File: config.mk
export PLATFORM = sky130hd
export DESIGN_NAME = idr_front
export DESIGN_NICKNAME = d
export VERILOG_FILES = /design/src/design/idr_pkg.sv /design/src/design/idr_front.sv
export SDC_FILE = /design/constraint.sdc
export NUM_CORES = 1
export LEC_CHECK = 0
export BUFFER_PORTS_ARGS = -buffer_cell sky130_fd_sc_hd__buf_2
export CORE_ASPECT_RATIO = 0.7
export CORE_MARGIN = 2
export CORE_UTILIZATION = 48
export CTS_CLUSTER_DIAMETER = 60
export DETAILED_ROUTE_END_ITERATION = 12
export PLACE_DENSITY = 0.82
export SYNTH_ARGS = -nofsm -noshare
export SYNTH_HDL_FRONTEND = slang
export SYNTH_SLANG_ARGS = --single-unit
export TNS_END_PERCENT = 1
File: constraint.sdc
create_clock -name clk -period 1.57 [get_ports clk]
set_input_delay 0.157 -clock clk [delete_from_list [all_inputs] [get_ports clk]]
set_output_delay 0.157 -clock clk [all_outputs]
set_load 0.005 [all_outputs]
File: src/design/idr_pkg.sv
package idr_pkg;

    localparam int unsigned XLEN = 64;
    localparam int unsigned HLEN = 32;

    typedef logic [2:0] action_t;

    localparam action_t ACT_SDIV32 = 3'd0;
    localparam action_t ACT_UDIV32 = 3'd1;
    localparam action_t ACT_SREM32 = 3'd2;
    localparam action_t ACT_UREM32 = 3'd3;
    localparam action_t ACT_SDIV64 = 3'd4;
    localparam action_t ACT_UDIV64 = 3'd5;
    localparam action_t ACT_SREM64 = 3'd6;
    localparam action_t ACT_UREM64 = 3'd7;

    // Per-item control that travels down the pipe with the data.
    typedef struct packed {
        logic is_rem;
        logic wide;
        logic neg_res;
    } ctl_t;

endpackage

File: src/design/idr_front.sv
module idr_front
(
    input  logic              clk,
    input  logic              rst_n,
    input  logic              adv,
    input  logic              in_vld,
    input  idr_pkg::action_t  action,
    input  logic [63:0]       dividend,
    input  logic [63:0]       divisor,
    output logic              vld_reg,
    output idr_pkg::ctl_t     ctl_reg,
    output logic [63:0]       num_reg,
    output logic [63:0]       den_reg
);
    import idr_pkg::*;

    logic        is_signed;
    logic        wide;
    logic [63:0] a_m;
    logic [63:0] b_m;
    logic        na;
    logic        nb;
    logic [63:0] mask;
    ctl_t        ctl_next;
    logic [63:0] num_next;
    logic [63:0] den_next;

    always_comb
    begin
        is_signed = ~action[0];
        wide      = action[2];
        mask      = wide ? {XLEN{1'b1}} : {{HLEN{1'b0}}, {HLEN{1'b1}}};
        a_m       = dividend & mask;
        b_m       = divisor & mask;
        na        = is_signed & (wide ? a_m[63] : a_m[31]);
        nb        = is_signed & (wide ? b_m[63] : b_m[31]);
        num_next  = na ? ((64'd0 - a_m) & mask) : a_m;
        den_next  = nb ? ((64'd0 - b_m) & mask) : b_m;
        ctl_next.is_rem  = action[1];
        ctl_next.wide    = wide;
        ctl_next.neg_res = action[1] ? na : (na ^ nb);
    end

    always_ff @(posedge clk or negedge rst_n)
    begin
        if (!rst_n)
        begin
            vld_reg <= 1'b0;
        end
        else if (adv)
        begin
            vld_reg <= in_vld;
        end
    end

    always_ff @(posedge clk)
    begin
        if (adv)
        begin
            ctl_reg <= ctl_next;
            num_reg <= num_next;
            den_reg <= den_next;
        end
    end

endmodule

==> flow_metrics.tcl, run 1 <==
set metrics [dict create \
    synth_top_area_cell "edfxtp_1" \
    final.setup.tns_ps -9080 \
    ir_worst_vdd_mv 0.696 \
    cp_data_required_time_ps 1740 \
    place_ws_ps -787 \
    grt_use_total 0.363 \
    path_buf_inv 2 \
    synth_cells 732 \
    violations "negative setup slack" \
    detail_route.wirelength_um 32400 \
    critical-path-top-delay-family "simple AND/OR/NAND/NOR gates" \
    fin_crit_ps 1940 \
    relSlewSlack 0.633 \
    gp_congestion 0.996 \
    p_leak_nw 5.17 \
    power_density_mw_per_mm2 917 \
    min_path_type "primary input to asynchronous set/reset pin" \
    cts_tree "done" \
    seq_area_frac_synth 0.514 \
    die_h_um 110 \
    drt_iter0_drc 1181 \
    grt_overflow_total 0 \
    antenna_found_initial 7 \
    multiInputGateArea_mm2 0.00393 \
    syn2layout_area_growth_pct 61.4 \
    maxCapViolCount 0 \
    clockBufferDepth 2 \
    insertion_delay_ps 430 \
    netlist_area_mm2 0.00771 \
    drc 0 \
    root_buffer "clkbuf_16" \
    netlist.area_leader.share 0.510 \
    finalMaxSlewViolations 0 \
    yosys_warnings 0 \
    design_area_mm2 0.0124 \
    ant_nets 0 \
    regArea_mm2 0.00396 \
    initial_core_util 0.494 \
    portBuffers 266 \
    rsz0062_at_grt "true" \
    wl_per_cell_um 21.6 \
    post_synth.cell_area_avg_um2 10.5 \
    fin_nets 1414 \
    path_cells "buf_6 > or4_4 > buf_6 > or2_4 > or4_4 > o21ai_2 > xor2_1 > nor2_1" \
    synth_edf_count 131 \
    start_kind "primary input" \
    placedCellCount 1451 \
    finalHoldViolations 0 \
    via_count 9002 \
    viasPerCell 6.01 \
    power_mw 11.4 \
    fin_worst_skew_ps 0 \
    fin_cells 1497 \
    path_max_fanout 3 \
    dr.pass1.iters 8 \
    place_area_mm2 0.0114 \
    grt_pass1_vias 8472 \
    ys_ff_latch 132 \
    core.rowCount 38 \
    layout_setup_ws_ps -373 \
    numCtsBuffers 17 \
    grt_max_degree 29 \
    synth_area_leaders "edfxtp_1 (51%), xnor2_1 (9.9%), nor2_1 (4.8%)" \
    cpPeakStageDelay_ps 560 \
    yosys.cell_count.top_type "edfxtp_1" \
    final-setup-viol-count 76 \
    path_class "primary input to flop" \
    final_layout_size_suffix_gt1_frac 0.502 \
    fill_cells 944 \
    fmax_ghz 0.515 \
    cts.clk_slew.worst_paths_ps 60 \
    slowest_stage "or4_4" \
    synthDistinctLibCells 57 \
    cp-end-kind "flop" \
    ys_dominant_reg_cell "edfxtp_1" \
    die_area_mm2 0.0171 \
    status "finished with violations" \
    fp.dieW_um 155 \
    arrival_ps 2120 \
    netlist_top_cells_count "edfxtp_1 (131), nor2_1 (99), xnor2_1 (87), a21oi_1 (47), nand2_1 (44)" \
    period_share 1.24 \
    post-dp-hpwl_um 22900 \
    core_mm2 0.0156 \
    synth_nets 869 \
    worstMarginPinSlew_ps 543 \
    async_reset_ff_frac 0.00758 \
    cts_sinks 132 \
    boundaryPins 267 \
    cts_htree_levels 4 \
    grt_pass1_wl_um 46800 \
]
[layout by cell type (no fill, tap or decap), types with 10 or more instances in the layout]
master | synthesis | routed
nor3_1 | 42 | 33
edfxtp_1 | 131 | 131
xnor2_1 | 87 | 87
nor2_1 | 99 | 94
o21ai_0 | 25 | 22
nand3_1 | 19 | 16
nand2_1 | 44 | 41
a21oi_1 | 47 | 43
buf_2 | 0 | 263
o31ai_1 | 15 | 12
xor2_1 | 29 | 29
buf_4 | 0 | 270
nor4_1 | 27 | 19
nor3_2 | 2 | 11
clkbuf_16 | 0 | 17
a31oi_1 | 30 | 30
or3_1 | 10 | 10
[cell type report]
cell class	instances	share of cell area
multi-input cells	568	0.316
clock buffers	18	0.0345
flip-flops and latches	132	0.318
diodes	7	0.00141
inverters	9	0.00272
clock inverters	14	0.0207
well taps	200	0.0201
repair buffers	549	0.286
[metrics by stage]
stage          hold slack, ps  utilization
6_report                 43.3        0.798
2_1_floorplan            -139            -
3_3_place_gp            -68.5        0.729
5_1_grt                  40.3        0.797
3_5_place_dp            -64.1        0.729
4_1_cts                  26.7        0.785
[power by group]
part | internal, mW | total, mW | switching, mW
Combinational | 1.08 | 2.27 | 1.19
Sequential | 4.31 | 4.44 | 0.124
Clock | 3.13 | 4.70 | 1.57
Total | 8.52 | 11.4 | 2.89
[logic make-up (layout without fill, tap and decap cells)]
kind of cell             Yosys count  after routing  synth area share
buffers and inverters             32            590            0.0195
flip-flops                       132            132             0.514
XOR/XNOR                         116            116             0.132
adder cells (fa/ha/maj)            2              2           0.00325
AND/OR/NAND/NOR                  301            301             0.206
other                              0              7                 0
multiplexers                       3              3           0.00406
AO/OA/AOI/OAI                    146            146             0.122
[timing repair]
action | CTS | global route
gates resized for setup | 29 | 33
endpoints found under the setup margin | 76 | 94
pin swaps | 12 | 10
hold endpoints to repair | 5 | 0
hold buffers | 5 | 0
setup buffers | 0 | 2
[worst paths after layout]
path                            cells past startpoint          end   startpoint  slack (ps)
worst min-delay path                                2      vld_reg        rst_n          40
min in group clk                                    3  den_reg[62]  divisor[62]         110
worst min register to register                      1      vld_reg      vld_reg         530
worst max-delay path                                8  den_reg[43]   divisor[3]        -370
worst max register to register                      1      vld_reg      vld_reg         810
max in group asynchronous                           2      vld_reg        rst_n        1440
[per-layer routing]
metal  part of all wire  wire (um)  track usage  up-vias
met1               0.39      12700        0.496     4190
met5            0.00071         23            0        -
met2               0.45      14500        0.572      810
li1                   -          -            -     3883
met3               0.13       4200       0.0891      115
met4              0.031       1010        0.123        4
Note: power is estimated with default switching activity, not from simulation.
==> run 2: changes to the inputs <==
CELL_PAD_IN_SITES_DETAIL_PLACEMENT = 1   (was not set)
CELL_PAD_IN_SITES_GLOBAL_PLACEMENT = 2   (was not set)
CORE_UTILIZATION = 33   (was 48)
PLACE_DENSITY = 0.91   (was 0.82)
==> run 2 against run 1 <==
  * Register-to-register slack barely moved
  * Critical path type unchanged
  * The run still ends with negative setup slack left
  * Worst hold slack improved by 2.6 ps
  * Largest cell class is now multi-input gates
  * Worst setup slack improved by 140 ps
  * Sequential share of layout area fell by 0.95 points
  * Die area rose by 44%
  * Clock power fell by 8.1%
  * Highest routed layer unchanged
==> flow_metrics.tcl, run 2 (synthesis results as in run 1) <==
set metrics [dict create \
    status "finished with violations" \
    violations "negative setup slack" \
    rsz0062_at_grt "true" \
    fp.dieW_um 187 \
    gp_congestion 0.968 \
    place_ws_ps -806 \
    place_area_mm2 0.0115 \
    maxCapViolCount 0 \
    wl_per_cell_um 22.9 \
    regArea_mm2 0.00396 \
    finalMaxSlewViolations 0 \
    power_mw 11.1 \
    grt_use_total 0.293 \
    fin_nets 1420 \
    most-common-layout-cells "buf_4 (269), buf_2 (260), edfxtp_1 (131), nor2_1 (93), xnor2_1 (87)" \
    cp-end-kind "flop" \
    fill_cells 2620 \
    core.rowCount 46 \
    dr.pass1.iters 5 \
    die_area_mm2 0.0246 \
    drc 0 \
    cts_tree "done" \
    syn2layout_area_growth_pct 66.4 \
    fin_crit_ps 1800 \
    core_mm2 0.0228 \
    fin_worst_skew_ps 0 \
    start_kind "primary input" \
    worstMarginPinSlew_ps 486 \
    drt_iter0_drc 636 \
    path_max_fanout 5 \
    final_common_cell "buf_4" \
    cp_data_required_time_ps 1740 \
    design_area_mm2 0.0128 \
    period_share 1.15 \
    antenna_found_initial 8 \
    detail_route.wirelength_um 37000 \
    final.setup.tns_ps -6030 \
    insertion_delay_ps 430 \
    slowest_stage "nor4_4" \
    portBuffers 266 \
    grt_pass1_vias 9140 \
    grt_overflow_total 0 \
    cpPeakStageDelay_ps 280 \
    cts.clk_slew.worst_paths_ps 60 \
    min_path_type "primary input to asynchronous set/reset pin" \
    cp-startpoint "dividend[19]" \
    clockBufferDepth 2 \
    ir_worst_vdd_mv 0.812 \
    multiInputGateArea_mm2 0.00414 \
    ant_nets 0 \
    root_buffer "clkbuf_16" \
    path_cells "buf_6 > nor4_4 > buf_6 > buf_4 > nand4_1 > nor3_2 > buf_4 > a31oi_1 > xnor2_1 > nor2_1" \
    via_count 8698 \
    arrival_ps 1970 \
    final_layout_size_suffix_gt1_frac 0.517 \
    p_leak_nw 5.21 \
    post-dp-hpwl_um 27300 \
    path_class "primary input to flop" \
    die_h_um 132 \
    relSlewSlack 0.673 \
    cts_htree_levels 4 \
    boundaryPins 267 \
    finalHoldViolations 0 \
    final-setup-viol-count 55 \
    viasPerCell 5.39 \
    layout_setup_ws_ps -230 \
    numCtsBuffers 17 \
    cts_sinks 132 \
    r2r_start "vld_reg" \
    grt_max_degree 50 \
    power_density_mw_per_mm2 867 \
    initial_core_util 0.338 \
    grt_pass1_wl_um 54800 \
    fmax_ghz 0.556 \
]
-- run 2: report_power, final --
part / total (mW) / leakage (nW) / switching (mW) / internal [mW]
clock: 4.32 / 0.293 / 1.67 / 2.65
sequential: 4.43 / 1.28 / 0.115 / 4.31
combinational: 2.37 / 3.63 / 1.26 / 1.11
total: 11.1 / 5.21 / 3.05 / 8.06
-- run 2: cell type report --
type / count / area share
diodes: 7 / 0.00137
clock buffers: 18 / 0.0335
clock inverters: 14 / 0.0145
inverters: 9 / 0.00263
multi-input cells: 568 / 0.323
flip-flops and latches: 132 / 0.309
well taps: 312 / 0.0304
repair buffers: 555 / 0.286
-- run 2: per-stage QoR --
step | instances | hold WS (ps) | util
finish | 1615 | 45.9 | 0.563
global route | 1615 | 40.5 | 0.563
CTS | 1606 | 11.6 | 0.550
detailed placement | 1563 | -65.0 | 0.505
global placement | 1563 | -68.6 | 0.505
floorplan | 732 | -139 | -
-- run 2: layer usage --
metal / up-vias / global-route usage / share of wire / wire length, um
met5: - / 0 / 0.00019 / 7
met4: 2 / 0.0970 / 0.024 / 874
met3: 62 / 0.0796 / 0.077 / 2870
met2: 376 / 0.466 / 0.47 / 17400
met1: 4373 / 0.387 / 0.43 / 15900
li1: 3885 / - / - / -
-- run 2: worst paths after layout --
check	to	slack [ps]	cells after the start
worst max-delay path	num_reg[36]	-230	10
worst min-delay path	vld_reg	50	2
worst max register to register	vld_reg	810	1
worst min register to register	vld_reg	530	1
max in group asynchronous	vld_reg	1440	2
min in group clk	num_reg[15]	80	1
-- run 2: critical path: cells and delay by family --
| family | cells | cell delay, ps |
|---|---|---|
| and+or+nand+nor | 4 | 910 |
| buffers and inverters | 4 | 590 |
| xor gates and xnor gates | 1 | 190 |
| AOI/OAI and AO/OA | 1 | 120 |
-- run 2: what timing repair did --
| action | CTS | global route |
|---|---|---|
| hold endpoints to repair | 5 | 0 |
| setup buffers | 6 | 2 |
| pin swaps | 17 | 25 |
| setup endpoints to repair | 78 | 98 |
| gates resized for setup | 59 | 52 |
| hold buffers | 5 | 0 |
==> run 3: changes to the inputs <==
CAP_MARGIN = 20   (was not set)
SKIP_CTS_REPAIR_TIMING = 1   (was not set)
==> run 3 against run 2 <==
  * The run still ends with negative setup slack left
  * Total power fell by 0.15%
  * Register-to-register slack barely moved
  * Routed wire length fell by 0.67%
  * Critical path type unchanged
  * Critical endpoint is now num_reg[63]
==> flow_metrics.tcl, run 3 (synthesis results as in run 1) <==
set metrics [dict create \
    fin_worst_skew_ps 0 \
    path_cells "buf_2 > nor3_1 > nand4_1 > nor4_4 > buf_4 > nand3_2 > or4b_4 > a21oi_2" \
    ant_nets 0 \
    final_layout_size_suffix_gt1_frac 0.517 \
    cp-end-kind "flop" \
    cts_tree "done" \
    drt_iter0_drc 655 \
    worstMarginPinSlew_ps 493 \
    via_count 8606 \
    worst-r2r-setup-slack_ps 820 \
    layout_setup_ws_ps -277 \
    arrival_ps 2140 \
    finalHoldViolations 0 \
    multiInputGateArea_mm2 0.00412 \
    wl_per_cell_um 22.8 \
    period_share 1.18 \
    maxCapViolCount 0 \
    design_area_mm2 0.0128 \
    cpPeakStageDelay_ps 570 \
    clockBufferDepth 2 \
    dr.pass1.iters 5 \
    grt_pass1_wl_um 53100 \
    fmax_ghz 0.541 \
    post-dp-hpwl_um 27300 \
    fill_cells 2627 \
    place_area_mm2 0.0115 \
    placedCellCount 1563 \
    violations "negative setup slack" \
    grt_use_total 0.284 \
    fin_nets 1421 \
    rsz0062_at_grt "true" \
    ir_worst_vdd_mv 0.765 \
    whs_ps 37.4 \
    start_kind "primary input" \
    antenna_found_initial 6 \
    fp.dieW_um 187 \
    r2r_start "vld_reg" \
    power_density_mw_per_mm2 867 \
    fin_cells 1614 \
    boundaryPins 267 \
    core_mm2 0.0228 \
    place_ws_ps -806 \
    grt_pass1_vias 8978 \
    core.rowCount 46 \
    r2r.worst_path.cells 1 \
    detail_route.wirelength_um 36800 \
    insertion_delay_ps 430 \
    regArea_mm2 0.00396 \
    grt_overflow_total 0 \
    root_buffer "clkbuf_16" \
    path_max_fanout 3 \
    path_class "primary input to flop" \
    cts_sinks 132 \
    fin_crit_ps 1850 \
    final_common_cell "buf_4" \
    viasPerCell 5.33 \
    min_path_type "primary input to asynchronous set/reset pin" \
    cts.clk_slew.worst_paths_ps 60 \
    final-setup-viol-count 60 \
    slowest_stage "or4b_4" \
    cp_data_required_time_ps 1860 \
    regToRegEndpoint "vld_reg" \
    die_area_mm2 0.0246 \
    grt_max_degree 50 \
    numCtsBuffers 17 \
    portBuffers 266 \
    status "finished with violations" \
    gp_congestion 0.968 \
    most-common-layout-cells "buf_4 (269), buf_2 (261), edfxtp_1 (131), nor2_1 (93), xnor2_1 (87)" \
    relSlewSlack 0.668 \
    initial_core_util 0.338 \
    final.setup.tns_ps -6820 \
    finalMaxSlewViolations 0 \
    cts_htree_levels 4 \
    p_leak_nw 5.22 \
    die_h_um 132 \
    syn2layout_area_growth_pct 66.2 \
    drc 0 \
]
run 3: final cells by class:
| class | instances | area share |
|---|---|---|
| diodes | 5 | 0.000977 |
| clock buffers | 18 | 0.0335 |
| clock inverters | 14 | 0.0146 |
| inverters | 9 | 0.00264 |
| multi-input cells | 568 | 0.322 |
| flip-flops and latches | 132 | 0.309 |
| well taps | 312 | 0.0305 |
| repair buffers | 556 | 0.287 |
run 3: where the power goes:
group          total [mW]  internal [mW]  leakage (nW)  switching, mW
registers            4.43           4.31          1.28          0.114
logic                2.36           1.10          3.64           1.26
clock network        4.31           2.65         0.293           1.67
total                11.1           8.06          5.22           3.04
run 3: worst max-delay path by stage:
| stage | from | to | slack (ps) | depth (start not counted) |
|---|---|---|---|---|
| 2_1_floorplan | divisor[0] | den_reg[43] | -380 | 6 |
| 3_3_place_gp | divisor[0] | den_reg[57] | -770 | 8 |
| 3_5_place_dp | divisor[0] | den_reg[49] | -810 | 8 |
| 4_1_cts | action[2] | num_reg[61] | -360 | 10 |
| 5_1_grt | dividend[14] | num_reg[63] | -400 | 8 |
| 6_report | dividend[14] | num_reg[63] | -280 | 8 |
run 3: per-stage QoR:
stage	power (mW)	util
after CTS	11.0	0.532
final	11.1	0.562
after global routing	11.5	0.562
after global placement	6.58	0.505
after detailed placement	6.68	0.505
after floorplan	5.20	-
run 3: critical path, delay by kind of cell:
family          cells  cell delay [ps]
compound gates      1              120
buf+inv             2              300
simple gates        5             1550
run 3: routing by layer:
metal  track usage  vias to the layer above  share of wire
met5             0                        -        0.00019
met1         0.377                     4292           0.43
met2         0.443                      357           0.46
met4        0.0922                        2          0.026
met3        0.0849                       65          0.076
li1              -                     3890              -
